## src/sv/lpns_pkg.sv

```systemverilog
`default_nettype none

package lpns_pkg;

    // Width of one stream word and of the positive magnitude that can be perfect.
    localparam int DATA_WIDTH = 16;
    localparam int MAG_WIDTH  = DATA_WIDTH - 1;
    localparam int DIV_WIDTH  = MAG_WIDTH - 1;

    typedef logic signed [DATA_WIDTH-1:0] data_t;
    typedef logic        [MAG_WIDTH-1:0]  mag_t;
    typedef logic        [DIV_WIDTH-1:0]  divisor_t;

    // Value reported when no perfect number was seen in the stream.
    localparam data_t NONE_VALUE = '1;

    // Result of one divisor-sum test, from the test unit to the top level.
    typedef struct packed {
        logic done;
        logic perfect;
    } test_status_t;

endpackage

`default_nettype wire

```

## src/sv/last_perfect_number_scan.sv

```systemverilog
`default_nettype none

// Channel   Direction  tdata                        tlast       tuser
// s_        in         [15:0] value                 last_item   -
// m_        out        [15:0] last_perfect          -           [0] found
//
// Negative values, zero and one are rejected without remainder steps; other
// words go to the divisor-sum unit, which does one remainder step per cycle.
// Reset (aresetn, synchronous, active low) clears the scan state and the output
// register. A result waits in the output register while the next word is taken;
// a final word only stalls when the previous result has not been taken.
module last_perfect_number_scan (
    input  wire logic                  aclk,
    input  wire logic                  aresetn,
    input  wire logic                  s_tvalid,
    output      logic                  s_tready,
    input  wire lpns_pkg::data_t       s_tdata,   // [15:0] value
    input  wire logic                  s_tlast,
    output      logic                  m_tvalid,
    input  wire logic                  m_tready,
    output      lpns_pkg::data_t       m_tdata,   // [15:0] last_perfect
    output      logic                  m_tuser    // [0] found
);
    import lpns_pkg::*;

    typedef enum logic [1:0] {
        ST_IDLE,
        ST_TEST,
        ST_EMIT
    } state_t;

    state_t       state_reg;
    data_t        value_reg;
    logic         last_reg;
    data_t        latest_reg;
    logic         seen_reg;
    logic         m_valid_reg;
    data_t        m_data_reg;
    logic         m_found_reg;
    logic         s_accept;
    logic         out_free;
    logic         emit_now;
    test_status_t test_status;

    assign s_tready = (state_reg == ST_IDLE);
    assign s_accept = s_tvalid && s_tready;
    assign out_free = !m_valid_reg || m_tready;
    assign emit_now = (state_reg == ST_EMIT) && out_free;

    lpns_divsum u_divsum (
        .aclk    (aclk),
        .aresetn (aresetn),
        .start   (s_accept),
        .value   (s_tdata),
        .status  (test_status)
    );

    // Sequencer: take a word, wait for the test, then emit on the final word.
    always_ff @(posedge aclk) begin
        if (!aresetn) begin
            state_reg   <= ST_IDLE;
            latest_reg  <= NONE_VALUE;
            seen_reg    <= 1'b0;
            m_valid_reg <= 1'b0;
        end else begin
            // Output register: loaded on a final word, emptied when taken.
            if (emit_now) begin
                m_valid_reg <= 1'b1;
            end else if (m_tready) begin
                m_valid_reg <= 1'b0;
            end
            unique case (state_reg)
                ST_IDLE: begin
                    if (s_accept) begin
                        value_reg <= s_tdata;
                        last_reg  <= s_tlast;
                        state_reg <= ST_TEST;
                    end
                end
                ST_TEST: begin
                    if (test_status.done) begin
                        if (test_status.perfect) begin
                            latest_reg <= value_reg;
                            seen_reg   <= 1'b1;
                        end
                        state_reg <= last_reg ? ST_EMIT : ST_IDLE;
                    end
                end
                ST_EMIT: begin
                    if (out_free) begin
                        m_data_reg  <= seen_reg ? latest_reg : NONE_VALUE;
                        m_found_reg <= seen_reg;
                        latest_reg  <= NONE_VALUE;
                        seen_reg    <= 1'b0;
                        state_reg   <= ST_IDLE;
                    end
                end
                default: begin
                    state_reg <= ST_IDLE;
                end
            endcase
        end
    end

    assign m_tvalid = m_valid_reg;
    assign m_tdata  = m_data_reg;
    assign m_tuser  = m_found_reg;

endmodule

`default_nettype wire

```

## src/sv/lpns_divsum.sv

```systemverilog
`default_nettype none

module lpns_divsum (
    input  wire logic                  aclk,
    input  wire logic                  aresetn,
    input  wire logic                  start,
    input  wire lpns_pkg::data_t       value,
    output lpns_pkg::test_status_t     status
);
    import lpns_pkg::*;

    typedef enum logic {
        ST_IDLE,
        ST_STEP
    } state_t;

    state_t       state_reg, state_next;
    mag_t         raw_reg, raw_next;
    divisor_t     half_reg, half_next;
    divisor_t     div_reg, div_next;
    mag_t         quot_reg, quot_next;
    data_t        rem_reg, rem_next;
    logic [DATA_WIDTH-1:0] sum_reg, sum_next;
    test_status_t status_reg, status_next;

    mag_t                  start_raw;
    logic                  start_bad;
    data_t                 div_ext;
    data_t                 quot_ext;
    logic [DATA_WIDTH-1:0] sum_add;
    logic [DATA_WIDTH-1:0] sum_eff;
    logic [DATA_WIDTH-1:0] raw_ext;

    // Negative values, zero and one can never be perfect.
    assign start_raw = value[MAG_WIDTH-1:0];
    assign start_bad = value[DATA_WIDTH-1] || (start_raw <= mag_t'(1));

    assign div_ext  = data_t'({2'b00, div_reg});
    assign quot_ext = data_t'({1'b0, quot_reg});
    assign raw_ext  = {1'b0, raw_reg};
    assign sum_add  = sum_reg + {2'b00, div_reg};
    assign sum_eff  = (rem_reg == '0) ? sum_add : sum_reg;

    // The invariant raw = quot * div + rem is kept with 0 <= rem < div. Moving
    // to the next divisor subtracts the quotient from the remainder; while the
    // remainder is negative, each cycle adds the divisor back and drops the
    // quotient by one. A zero remainder marks a divisor.
    always_comb begin
        state_next  = state_reg;
        raw_next    = raw_reg;
        half_next   = half_reg;
        div_next    = div_reg;
        quot_next   = quot_reg;
        rem_next    = rem_reg;
        sum_next    = sum_reg;
        status_next = '0;
        unique case (state_reg)
            ST_IDLE: begin
                if (start) begin
                    if (start_bad) begin
                        status_next.done = 1'b1;
                    end else begin
                        raw_next   = start_raw;
                        half_next  = start_raw[MAG_WIDTH-1:1];
                        div_next   = divisor_t'(1);
                        quot_next  = start_raw;
                        rem_next   = '0;
                        sum_next   = '0;
                        state_next = ST_STEP;
                    end
                end
            end
            ST_STEP: begin
                if (rem_reg[DATA_WIDTH-1]) begin
                    rem_next  = rem_reg + div_ext;
                    quot_next = quot_reg - mag_t'(1);
                end else if (sum_eff > raw_ext) begin
                    // The sum has passed the value: it cannot come back.
                    status_next.done = 1'b1;
                    state_next       = ST_IDLE;
                end else if (div_reg == half_reg) begin
                    status_next.done    = 1'b1;
                    status_next.perfect = (sum_eff == raw_ext);
                    state_next          = ST_IDLE;
                end else begin
                    sum_next = sum_eff;
                    div_next = div_reg + divisor_t'(1);
                    rem_next = rem_reg - quot_ext;
                end
            end
            default: begin
                state_next = ST_IDLE;
            end
        endcase
    end

    always_ff @(posedge aclk) begin
        if (!aresetn) begin
            state_reg  <= ST_IDLE;
            status_reg <= '0;
        end else begin
            state_reg  <= state_next;
            status_reg <= status_next;
        end
        raw_reg  <= raw_next;
        half_reg <= half_next;
        div_reg  <= div_next;
        quot_reg <= quot_next;
        rem_reg  <= rem_next;
        sum_reg  <= sum_next;
    end

    assign status = status_reg;

endmodule

`default_nettype wire
```

## config.mk

```make
export PLATFORM = sky130hd
export DESIGN_NAME = last_perfect_number_scan
export DESIGN_NICKNAME = d
export VERILOG_FILES = /design/src/sv/lpns_pkg.sv /design/src/sv/last_perfect_number_scan.sv /design/src/sv/lpns_divsum.sv
export SDC_FILE = /design/constraint.sdc
export NUM_CORES = 1
export LEC_CHECK = 0
export ABC_AREA = 1
export BUFFER_PORTS_ARGS = -buffer_cell sky130_fd_sc_hd__buf_2
export CAP_MARGIN = 20
export CORE_UTILIZATION = 56
export DETAILED_ROUTE_END_ITERATION = 7
export PLACE_DENSITY = 0.79
export SYNTH_ARGS = -nofsm -noshare
export SYNTH_HDL_FRONTEND = slang
export SYNTH_SLANG_ARGS = --single-unit
```

## constraint.sdc

```tcl
create_clock -name aclk -period 7.3 [get_ports aclk]
set_input_delay 0.365 -clock aclk [delete_from_list [all_inputs] [get_ports aclk]]
set_output_delay 0.365 -clock aclk [all_outputs]
set_load 0.1 [all_outputs]
```

-- Yosys cells after proc, flatten, opt, wreduce, memory -nomap -nowiden
Cells that the tools add are included.
- flip-flop bits (word level): 147
- bits of input ports: 21
- output and inout bits: 19
- word-level logic and storage cells: 113
- add/subtract/negate cells: 5
- magnitude comparators: 2
- equal/unequal tests: 16
- mux-type cells: 49
- bitwise gates (word level): 4
- reductions and logical operators: 19
- operator list (cell ; count):
    $mux 16 ; 12
    $pmux 16 s2 ; 3
    $mux 14 ; 5
    $mux 15 ; 3
    $pmux 15 s2 ; 1
    $pmux 14 s2 ; 1
    $add 16x14->16 ; 1
    $add 16x15->16 ; 1
    $eq 16x15->1 ; 1
    $gt 16x15->1 ; 1
    $logic_not 16->1 ; 1
    $sub 16x16->16 ; 1
    $le 15x1->1 const B ; 1
    $reduce_and 3->1 ; 5
    $sub 15x1->15 const B ; 1
    $add 14x1->14 const B ; 1
    $eq 14x14->1 ; 1
    $mux 1 ; 14
    $ne 2x2->1 const B ; 7
    $mux 2 ; 6
    $reduce_and 4->1 ; 2
    $ne 2x1->1 const B ; 3
    $ne 3x3->1 const B ; 2
    $pmux 1 s2 ; 3
    12 further kinds ; 18

-- Longest topological paths before layout
Gate-level depths: netlist of the first run.
- depth after elaboration: 7
- gate-level depth with buffers: 27
- mapped depth without buffers: 27

-- Modules after synthesis
From an unflattened synthesis of the first run, not the netlist that was laid out.
- cell total of the unflattened synthesis: 987
- area total of the unflattened synthesis: 8315.5 um^2
- modules (own cells, without submodules) (module ; instances ; cells an instance ; area each (um^2) ; seq. area each (um^2)):
    lpns_divsum ; 1 ; 804 ; 6297.3 ; 2342.2
    last_perfect_number_scan ; 1 ; 183 ; 2018.2 ; 1421.4

-- Least setup slack after synthesis of the first run
OpenSTA, ideal clock, no wires.
- kind: reg2reg
- from: reg u_divsum.div_reg[0]
- to: reg u_divsum.div_reg[0] (enable)
- setup time: 387 ps
- data arrival time: 3794 ps
- required time: 6913 ps
- slack: 3119 ps
- stages on the path, launching flop included: 24
- buffers on the path: 0
- clock period less this slack: 4181 ps
- cell sequence: edfxtp_1 -> ha_1 -> inv_1 -> fa_1 -> inv_1 -> nand3_1 -> nand2_1 -> nand2_1 -> nand2_1 -> o21ai_0 -> o21ai_0 -> a21oi_1 -> o21ai_0 -> nand2_1 -> nand3_1 -> nand2_1 -> ha_1 -> and3_1 -> nand3_2 -> nor2_4 -> nand3_2 -> nand2_4 -> nand3_1 -> nand2_1
- word-level cells in the longest chain between the ends: 5
- elaborated cells on any way between the ends: 7
- those cells by class: 1 x add/sub; 1 x order compare; 3 x eq/ne; 1 x mux; 1 x reduce/logical
- RTL lines (what ; RTL line ; RTL):
    start: declaration ; lpns_divsum.sv:20 ; divisor_t div_reg, div_next;
    start signal: assignment ; lpns_divsum.sv:107 ; div_reg <= div_next;
    $add 16x14->16 ; lpns_divsum.sv:41 ; assign sum_add = sum_reg + {2'b00, div_reg};
    $mux 16 ; lpns_divsum.sv:42 ; assign sum_eff = (rem_reg == '0) ? sum_add : sum_reg;
    net u_divsum.sum_eff[12] ; lpns_divsum.sv:31 ; logic [DATA_WIDTH-1:0] sum_eff;
    $gt 16x15->1 ; lpns_divsum.sv:77 ; end else if (sum_eff > raw_ext) begin
    $ne 2x2->1 (no line) ; n/a ;
    $reduce_and 5->1 (no line) ; n/a ;
The timed path passes the listed nets, and every way through them passes these cells.
A chain may end at the register's enable or synchronous reset.

-- Worst setup path after layout of the first run
- from: reg u_divsum.div_reg[0]
- to: reg u_divsum.rem_reg[4] (enable)
- word-level cells in the longest chain between the ends: 5
- elaborated cells on any way between the ends: 7
- those cells by class: 1 x add/sub; 1 x order compare; 3 x eq/ne; 1 x mux; 1 x reduce/logical
- RTL lines (what ; RTL line ; RTL):
    $add 16x14->16 ; lpns_divsum.sv:41 ;
    $mux 16 ; lpns_divsum.sv:42 ;
    net u_divsum.sum_eff[12] ; lpns_divsum.sv:31 ;
    $gt 16x15->1 ; lpns_divsum.sv:77 ;
    $ne 3x3->1 (no line) ; n/a ;
    $reduce_and 4->1 (no line) ; n/a ;
    end signal: assignment ; lpns_divsum.sv:109 ; rem_reg <= rem_next;
    end: declaration ; lpns_divsum.sv:22 ; data_t rem_reg, rem_next;
The timed path passes the listed nets, and every way through them passes these cells.

==> run_results.csv, run 1 <==
group,metric,value,unit
run_status,status,"complete, no violations",
timing,rsz0062_at_grt,"no",
synthesis,yosys_register_bits,133,
grt,grt_usage,27.5,%
die,start_util,58.2,%
clock_network,post-cts-setup-buffer-count,0,
clock_network,clk_latency,430,ps
synthesis,yosys_warnings,0,
grt,first_global_vias,6164,
synthesis,synthCells,944,
worst_setup_path,arrival,4630,ps
detailed_routing,final_antenna_net_count,0,
die,io_pins,40,
detailed_routing,firstDrtPassIters,5,
detailed_routing,drt-total-wl,19900,um
worst_setup_path,crit_family,"simple AND/OR/NAND/NOR gates",
synthesis,yosysSeqAreaShare,46.0,%
placed_design,dpl.hpwl,14500,um
die,die_h,123,um
worst_setup_path,required,7360,ps
worst_setup_path,crit_slowest_cell,"edfxtp_1",
clock_network,numCtsBuffers,17,
job,maxCapViolCount,0,
timing,report.final.slew_viol_count,0,
finish,drive_gt1_share,10.7,%
clock_network,clock_path_buffers,2,
synthesis,synth_enable_flop_cells,110,
timing,finalHoldViolations,0,
detailed_routing,drc,0,
power,irDropWorstVdd,360,uV
synthesis,yosysUniqueCellTypes,48,
worst_setup_path,path_max_fanout,16,
timing,setup_violations,0,
synthesis,avgSynthCellArea,8.66,um^2
timing,min_period,4570,ps
finish,fillers,1114,
grt,grt_antenna_before_repair,0,
worst_setup_path,cpPeakStageDelay,470,ps
timing,fmax,219,MHz
timing,finClkSkew,7.57,ps
synthesis,synth_area,0.00817,mm^2
synthesis,synthArstFlopShare,0,%
clock_network,hold_buffers,0,
placed_design,globalplace.congestion,0.907,
hold_path,worstHoldPathType,"input port to flop",
detailed_routing,wire_per_inst,16.8,um
timing,period_share,62.6,%
synthesis,synthFlopType,"edfxtp_1",
finish,antenna_cells,0,
timing,slew_headroom,42.6,%
timing,setup_tns,0,ps
clock_network,cts_tree,"yes",
detailed_routing,drt_iter0_drc,634,
die,die_area,0.0151,mm^2
timing,worst_pin_slew,858,ps
synthesis,syn_nets,1028,
power,powerDensity,449,mW/mm^2
grt,grt_max_degree,43,
die,die_x,123,um
detailed_routing,num_vias,6780,
finish,fin_util,65.0,%
grt,grt-ovfl-total,0,
clock_network,cts_resized,0,
worst_setup_path,critPathKind,"flop to flop",
power,p_leak,3.91,nW
die,core,0.0140,mm^2
finish,area_delta_synth_final,11.7,%
detailed_routing,vias_per_cell,5.75,
worst_setup_path,path_common_cell,"nand2_1",
clock_network,htreeDepth,4,
grt,grt_pass1_wl,30900,um
clock_network,root_buffer,"clkbuf_16",
placed_design,port_buffers,39,
worst_setup_path,start_kind,"flop",
worst_setup_path,crit_buf_inv,3,
clock_network,clock_sinks,133,
finish,fin_nets,1070,
worst_setup_path,end_kind,"flop",
clock_network,path_clk_slew,60,ps
die,fp-row-count,43,
per-stage QoR:
step | hold slack [ps] | instance area, um^2 | power (mW) | setup slack (ps) | instances
after floorplan | 406 | 8170 | 2.74 | 3120 | 944
after global placement | 453 | 8540 | 3.17 | 2930 | 1147
after detailed placement | 464 | 8540 | 3.21 | 2800 | 1147
after CTS | 101 | 9130 | 4.08 | 2740 | 1179
after global routing | 104 | 9130 | 4.38 | 2310 | 1179
final | 110 | 9130 | 4.10 | 2730 | 1179
cells in the final DEF, fill, tap and decap left out, types with 12 or more instances in the layout:
master and instances:
nand2_1 177, inv_1 131, edfxtp_1 110, nor2_1 92, a21oi_1 78, ha_1 60, o21ai_0 51, buf_2 39
nand3_1 35, dfxtp_1 23, xor2_1 19, clkbuf_16 17, o22ai_1 16, a31oi_1 15, nand4_1 12, nor3_1 12
cell usage after synthesis (2+ instances only):
library cell	instances	area, um^2
a21oi_1	78	390
nor2_2	3	18.8
o21bai_1	4	30.0
a211oi_1	4	30.0
ha_1	60	751
nand2_4	2	22.5
dfxtp_1	23	460
fa_1	3	60.1
clkbuf_1	17	63.8
o21ai_0	51	255
nor2_1	92	345
a31oi_1	15	93.8
edfxtp_1	110	3300
a21o_1	4	30.0
nand2_2	8	50.1
a21oi_2	2	17.5
buf_2	3	15.0
o221ai_1	2	17.5
o21a_1	3	22.5
nand4_1	12	75.1
o211ai_1	2	15.0
nand3_1	35	175
nor3b_1	3	22.5
nand3b_1	2	15.0
or2_2	3	18.8
nand2_1	177	664
nor4_1	7	43.8
inv_1	131	492
nor3_1	13	65.1
nand3_2	9	90.1
xnor2_1	11	96.3
xor2_1	19	166
o22ai_1	16	100
and2_1	6	37.5
report_power, final:
group | total (mW) | internal (mW) | switching (mW)
sequential | 1.29 | 1.10 | 0.189
combinational | 1.95 | 0.679 | 1.27
clock | 0.854 | 0.484 | 0.369
path summary, 6_finish.rpt:
check                                                        from                                end  slack [ps]  cells after the start
worst max-delay path            u_divsum.div_reg[0]$_SDFFCE_PN1P_  u_divsum.rem_reg[4]$_SDFFCE_PN0P_        2730                     25
worst min-delay path                                      s_tlast                 last_reg$_DFFE_PP_         110                      1
worst max register to register  u_divsum.div_reg[0]$_SDFFCE_PN1P_  u_divsum.rem_reg[4]$_SDFFCE_PN0P_        2730                     25
worst min register to register         latest_reg[8]$_SDFFE_PN1P_         latest_reg[8]$_SDFFE_PN1P_         480                      2
cell type report:
cell class,count,area (um^2),area share [%]
multi-input combinational,657,3820,41.8
sequential,133,3760,41.2
inverter,133,499,5.47
clock buffer,17,425,4.66
timing repair buffer,44,233,2.55
tap,180,225,2.47
clock inverter,15,164,1.80
cell families (layout without fill, tap and decap cells):
logic type	after synthesis	count (layout)	share of synthesized area (%)
AOI/OAI and AO/OA	187	187	12.9
xor gates and xnor gates	30	30	3.21
adders and majority gates	63	63	9.92
muxes	1	1	0.122
DFF	133	133	46.0
and+or+nand+nor	376	376	20.5
buffers and inverters	154	209	7.32
routing by layer:
layer	routed length (um)	share of wire (%)	track usage, %	up-vias
met5	0	0	0	-
met4	673	3.4	12.0	0
met3	1320	6.7	4.93	52
met2	9280	47	43.4	293
met1	8570	43	36.9	3123
li1	-	-	-	3312
No activity file was read; power rests on OpenSTA's default activity.
==> run 2: changes to the inputs <==
--- a/config.mk
+++ b/config.mk
@@ -5,12 +5,12 @@
 export SDC_FILE = /design/constraint.sdc
 export NUM_CORES = 1
 export LEC_CHECK = 0
-export ABC_AREA = 1
+export ABC_AREA = 0
 export BUFFER_PORTS_ARGS = -buffer_cell sky130_fd_sc_hd__buf_2
 export CAP_MARGIN = 20
 export CORE_UTILIZATION = 56
 export DETAILED_ROUTE_END_ITERATION = 7
-export PLACE_DENSITY = 0.79
+export PLACE_DENSITY = 0.82
 export SYNTH_ARGS = -nofsm -noshare
 export SYNTH_HDL_FRONTEND = slang
 export SYNTH_SLANG_ARGS = --single-unit
==> constraint.sdc (replaced) <==
create_clock -name aclk -period 3.65 [get_ports aclk]
set_input_delay 0.1825 -clock aclk [delete_from_list [all_inputs] [get_ports aclk]]
set_output_delay 0.1825 -clock aclk [all_outputs]
set_load 0.1 [all_outputs]
==> run 2 against run 1 <==
Critical path type unchanged. Power increased by 10%. Count of clock-buffer cells in the layout increased by 3. Core utilization increased by 7.5 points. Hold slack got worse by 110 ps. The run now ends with negative setup slack left. Global-route usage increased by 4.3 points. Synthesized cell count decreased by 20%. Critical endpoint is now u_divsum.rem_reg[8]$_SDFFCE_PN0P_. Fmax increased by 5.1%. Critical path depth decreased by 5.
==> run_results.csv, run 2 <==
group,metric,value,unit
die,die_x,120,um
finish,layout_common_cells,"110 x edfxtp_1, 81 x buf_4, 63 x nand2_1",
worst_setup_path,reg2reg_depth,20,
worst_setup_path,crit_chain,"ha_2 -> inv_2 -> fa_2 -> nor2b_1 -> o21a_1 -> o21ai_4 -> a21oi_2 -> nand4b_1 -> and3_1 -> o31ai_4 -> ha_1 -> nand3_2 -> nor3_4 -> nand4_1 -> inv_1 -> o221a_2 -> o2111ai_4 -> buf_6 -> or3b_1 -> a21oi_2",
clock_network,clock_path_buffers,2,
synthesis,yosysUniqueCellTypes,59,
detailed_routing,drc,0,
synthesis,synthFlopType,"edfxtp_1",
synthesis,yosys_register_bits,133,
finish,seqCellArea,0.00376,mm^2
timing,worst_hold_slack,3.89,ps
worst_setup_path,rrSetupSlack,-700,ps
grt,grt_usage,31.8,%
finish,area_delta_synth_final,24.3,%
finish,fin_util,72.5,%
timing,fmax,230,MHz
power,p_leak,3.95,nW
clock_network,cts_tree,"yes",
synthesis,synth_commonest_cells,"110 x edfxtp_1, 63 x nand2_1, 60 x ha_1",
detailed_routing,drt_iter0_drc,753,
worst_setup_path,start_kind,"flop",
placed_design,placed_area,0.00877,mm^2
detailed_routing,wire_per_inst,21.5,um
finish,fillers,853,
die,start_util,58.3,%
clock_network,htreeDepth,4,
clock_network,numCtsBuffers,17,
worst_setup_path,path_common_cell,"a21oi_2",
detailed_routing,drt-total-wl,23100,um
detailed_routing,vias_per_cell,6.33,
job,maxCapViolCount,0,
timing,worst_pin_slew,885,ps
power,powerDensity,463,mW/mm^2
worst_setup_path,crit_slowest_cell,"edfxtp_1",
grt,grt-ovfl-total,0,
timing,slew_headroom,40.7,%
synthesis,yosysMostFrequentCell,"edfxtp_1",
run_status,status,"complete, but fails checks",
grt,grt_antenna_before_repair,1,
die,io_pins,40,
synthesis,synth_area,0.00785,mm^2
synthesis,yosys_warnings,0,
synthesis,synth_enable_flop_cells,110,
clock_network,path_clk_slew,60,ps
detailed_routing,final_antenna_net_count,0,
grt,grt_pass1_wl,34600,um
die,fp-row-count,42,
die,die_area,0.0145,mm^2
synthesis,yosysSeqAreaShare,48.0,%
worst_setup_path,critPathKind,"flop to flop",
synthesis,synth_area_leaders,"edfxtp_1 42%, ha_1 9.6%, dfxtp_1 5.9%",
run_status,violations,"negative setup slack",
worst_setup_path,cpPeakStageDelay,400,ps
power,irDropWorstVdd,332,uV
synthesis,syn_nets,841,
grt,first_global_vias,6650,
worst_setup_path,required,3910,ps
die,die_h,120,um
worst_setup_path,end_kind,"flop",
synthesis,yosys.area.top_type,"edfxtp_1",
worst_setup_path,path_max_fanout,4,
finish,fin_nets,968,
synthesis,yosysTopAreaCellShare,42.1,%
timing,finalHoldViolations,0,
clock_network,clock_sinks,133,
placed_design,port_buffers,39,
worst_setup_path,arrival,4610,ps
worst_setup_path,r2r_start,"u_divsum.div_reg[0]$_SDFFCE_PN1P_",
timing,rsz0062_at_grt,"yes",
detailed_routing,firstDrtPassIters,7,
finish,final_common_cell,"edfxtp_1",
placed_design,dpl.hpwl,15300,um
clock_network,root_buffer,"clkbuf_16",
detailed_routing,num_vias,6794,
timing,finClkSkew,17.0,ps
timing,period_share,119,%
timing,report.final.slew_viol_count,0,
hold_path,min-delay-start,"s_tdata[1]",
worst_setup_path,reg2reg_to,"u_divsum.rem_reg[8]$_SDFFCE_PN0P_",
finish,drive_gt1_share,22.2,%
hold_path,min_to,"value_reg[1]$_DFFE_PP_",
timing,setup_ws,-701,ps
grt,grt_max_degree,49,
synthesis,synthCells,757,
hold_path,worstHoldPathType,"input port to flop",
finish,antenna_cells,0,
synthesis,avgSynthCellArea,10.4,um^2
timing,min_period,4350,ps
finish,design_area,0.00975,mm^2
placed_design,globalplace.congestion,0.914,
synthesis,synthArstFlopShare,0,%
timing,setup_violations,63,
die,core,0.0135,mm^2
clock_network,clk_latency,440,ps
finish,multi_input_area,0.00403,mm^2
hold_path,hold_depth,1,
run 2: changes by cell type after synthesis, sizes merged, moves of 19 or more:
| cell | previous run | this run |
|---|---|---|
| a21oi | 80 | 42 |
| nand2 | 187 | 63 |
| nand2b | 0 | 24 |
| o21ai | 51 | 32 |
| nor2 | 96 | 55 |
| xnor2 | 11 | 31 |
| inv | 132 | 49 |
run 2: cells by family after synthesis:
group,share of synthesized area (%)
compound gates,14.0
xor+xnor,7.26
fa+ha+maj,10.3
buf+inv,3.40
flops,48.0
mux,0.415
simple gates,16.7
run 2: layer usage:
metal	vias up	share of wire [%]	track usage, %
met5	-	0	0
met4	0	5.1	15.0
met3	111	8.1	7.22
met2	424	49	53.7
met1	3237	37	38.6
li1	3022	-	-
run 2: cell type report:
class / instances / share of cell area [%]
multi-input cells: 556 / 41.3
flip-flops and latches: 133 / 38.6
repair buffers: 127 / 9.19
clock buffers: 20 / 4.68
well taps: 176 / 2.26
clock inverters: 12 / 2.07
inverters: 49 / 1.89
run 2: critical path: cells and delay by family (launching register included):
family | cells | cell delay (ps)
and+or+nand+nor | 7 | 1420
AOI/OAI and AO/OA | 7 | 1360
adders and majority gates | 3 | 620
DFF | 1 | 400
buffers and inverters | 3 | 370
run 2: worst max-delay path by stage:
| stage | slack [ps] | cells after the start | endpoint | startpoint |
|---|---|---|---|---|
| 2_1_floorplan | -250 | 19 | u_divsum.div_reg[0]$_SDFFCE_PN1P_ | u_divsum.div_reg[0]$_SDFFCE_PN1P_ |
| 3_3_place_gp | -310 | 17 | u_divsum.rem_reg[4]$_SDFFCE_PN0P_ | u_divsum.sum_reg[1]$_SDFFCE_PN0P_ |
| 3_5_place_dp | -500 | 17 | u_divsum.rem_reg[8]$_SDFFCE_PN0P_ | u_divsum.sum_reg[2]$_SDFFCE_PN0P_ |
| 4_1_cts | -440 | 20 | u_divsum.rem_reg[8]$_SDFFCE_PN0P_ | u_divsum.div_reg[0]$_SDFFCE_PN1P_ |
| 5_1_grt | -850 | 20 | u_divsum.rem_reg[8]$_SDFFCE_PN0P_ | u_divsum.div_reg[0]$_SDFFCE_PN1P_ |
| 6_report | -700 | 20 | u_divsum.rem_reg[8]$_SDFFCE_PN0P_ | u_divsum.div_reg[0]$_SDFFCE_PN1P_ |
run 2: what timing repair did:
| action | in CTS | in global routing |
|---|---|---|
| endpoints found under the hold margin | 3 | 0 |
| resized for setup | 19 | 17 |
| hold buffers | 3 | 0 |
| endpoints found under the setup margin | 63 | 64 |
| setup buffers | 6 | 7 |
| pin swaps | 13 | 14 |
| gates cloned | 1 | 0 |
run 2: through the flow:
stage	total power [mW]	std cells	TNS (ps)	setup WS, ps
floorplan	2.29	757	-7470	-249
global placement	2.49	1023	-15550	-311
detailed placement	2.54	1023	-25550	-503
CTS	4.44	1065	-23660	-439
global route	4.63	1073	-43660	-847
finish	4.51	1073	-35100	-701
run 2: power by group:
| group | leakage (nW) | internal, mW | switching (mW) |
|---|---|---|---|
| logic | 2.43 | 0.350 | 0.481 |
| clock network | 0.318 | 1.25 | 0.662 |
| registers | 1.21 | 1.72 | 0.0505 |
| total | 3.95 | 3.32 | 1.19 |
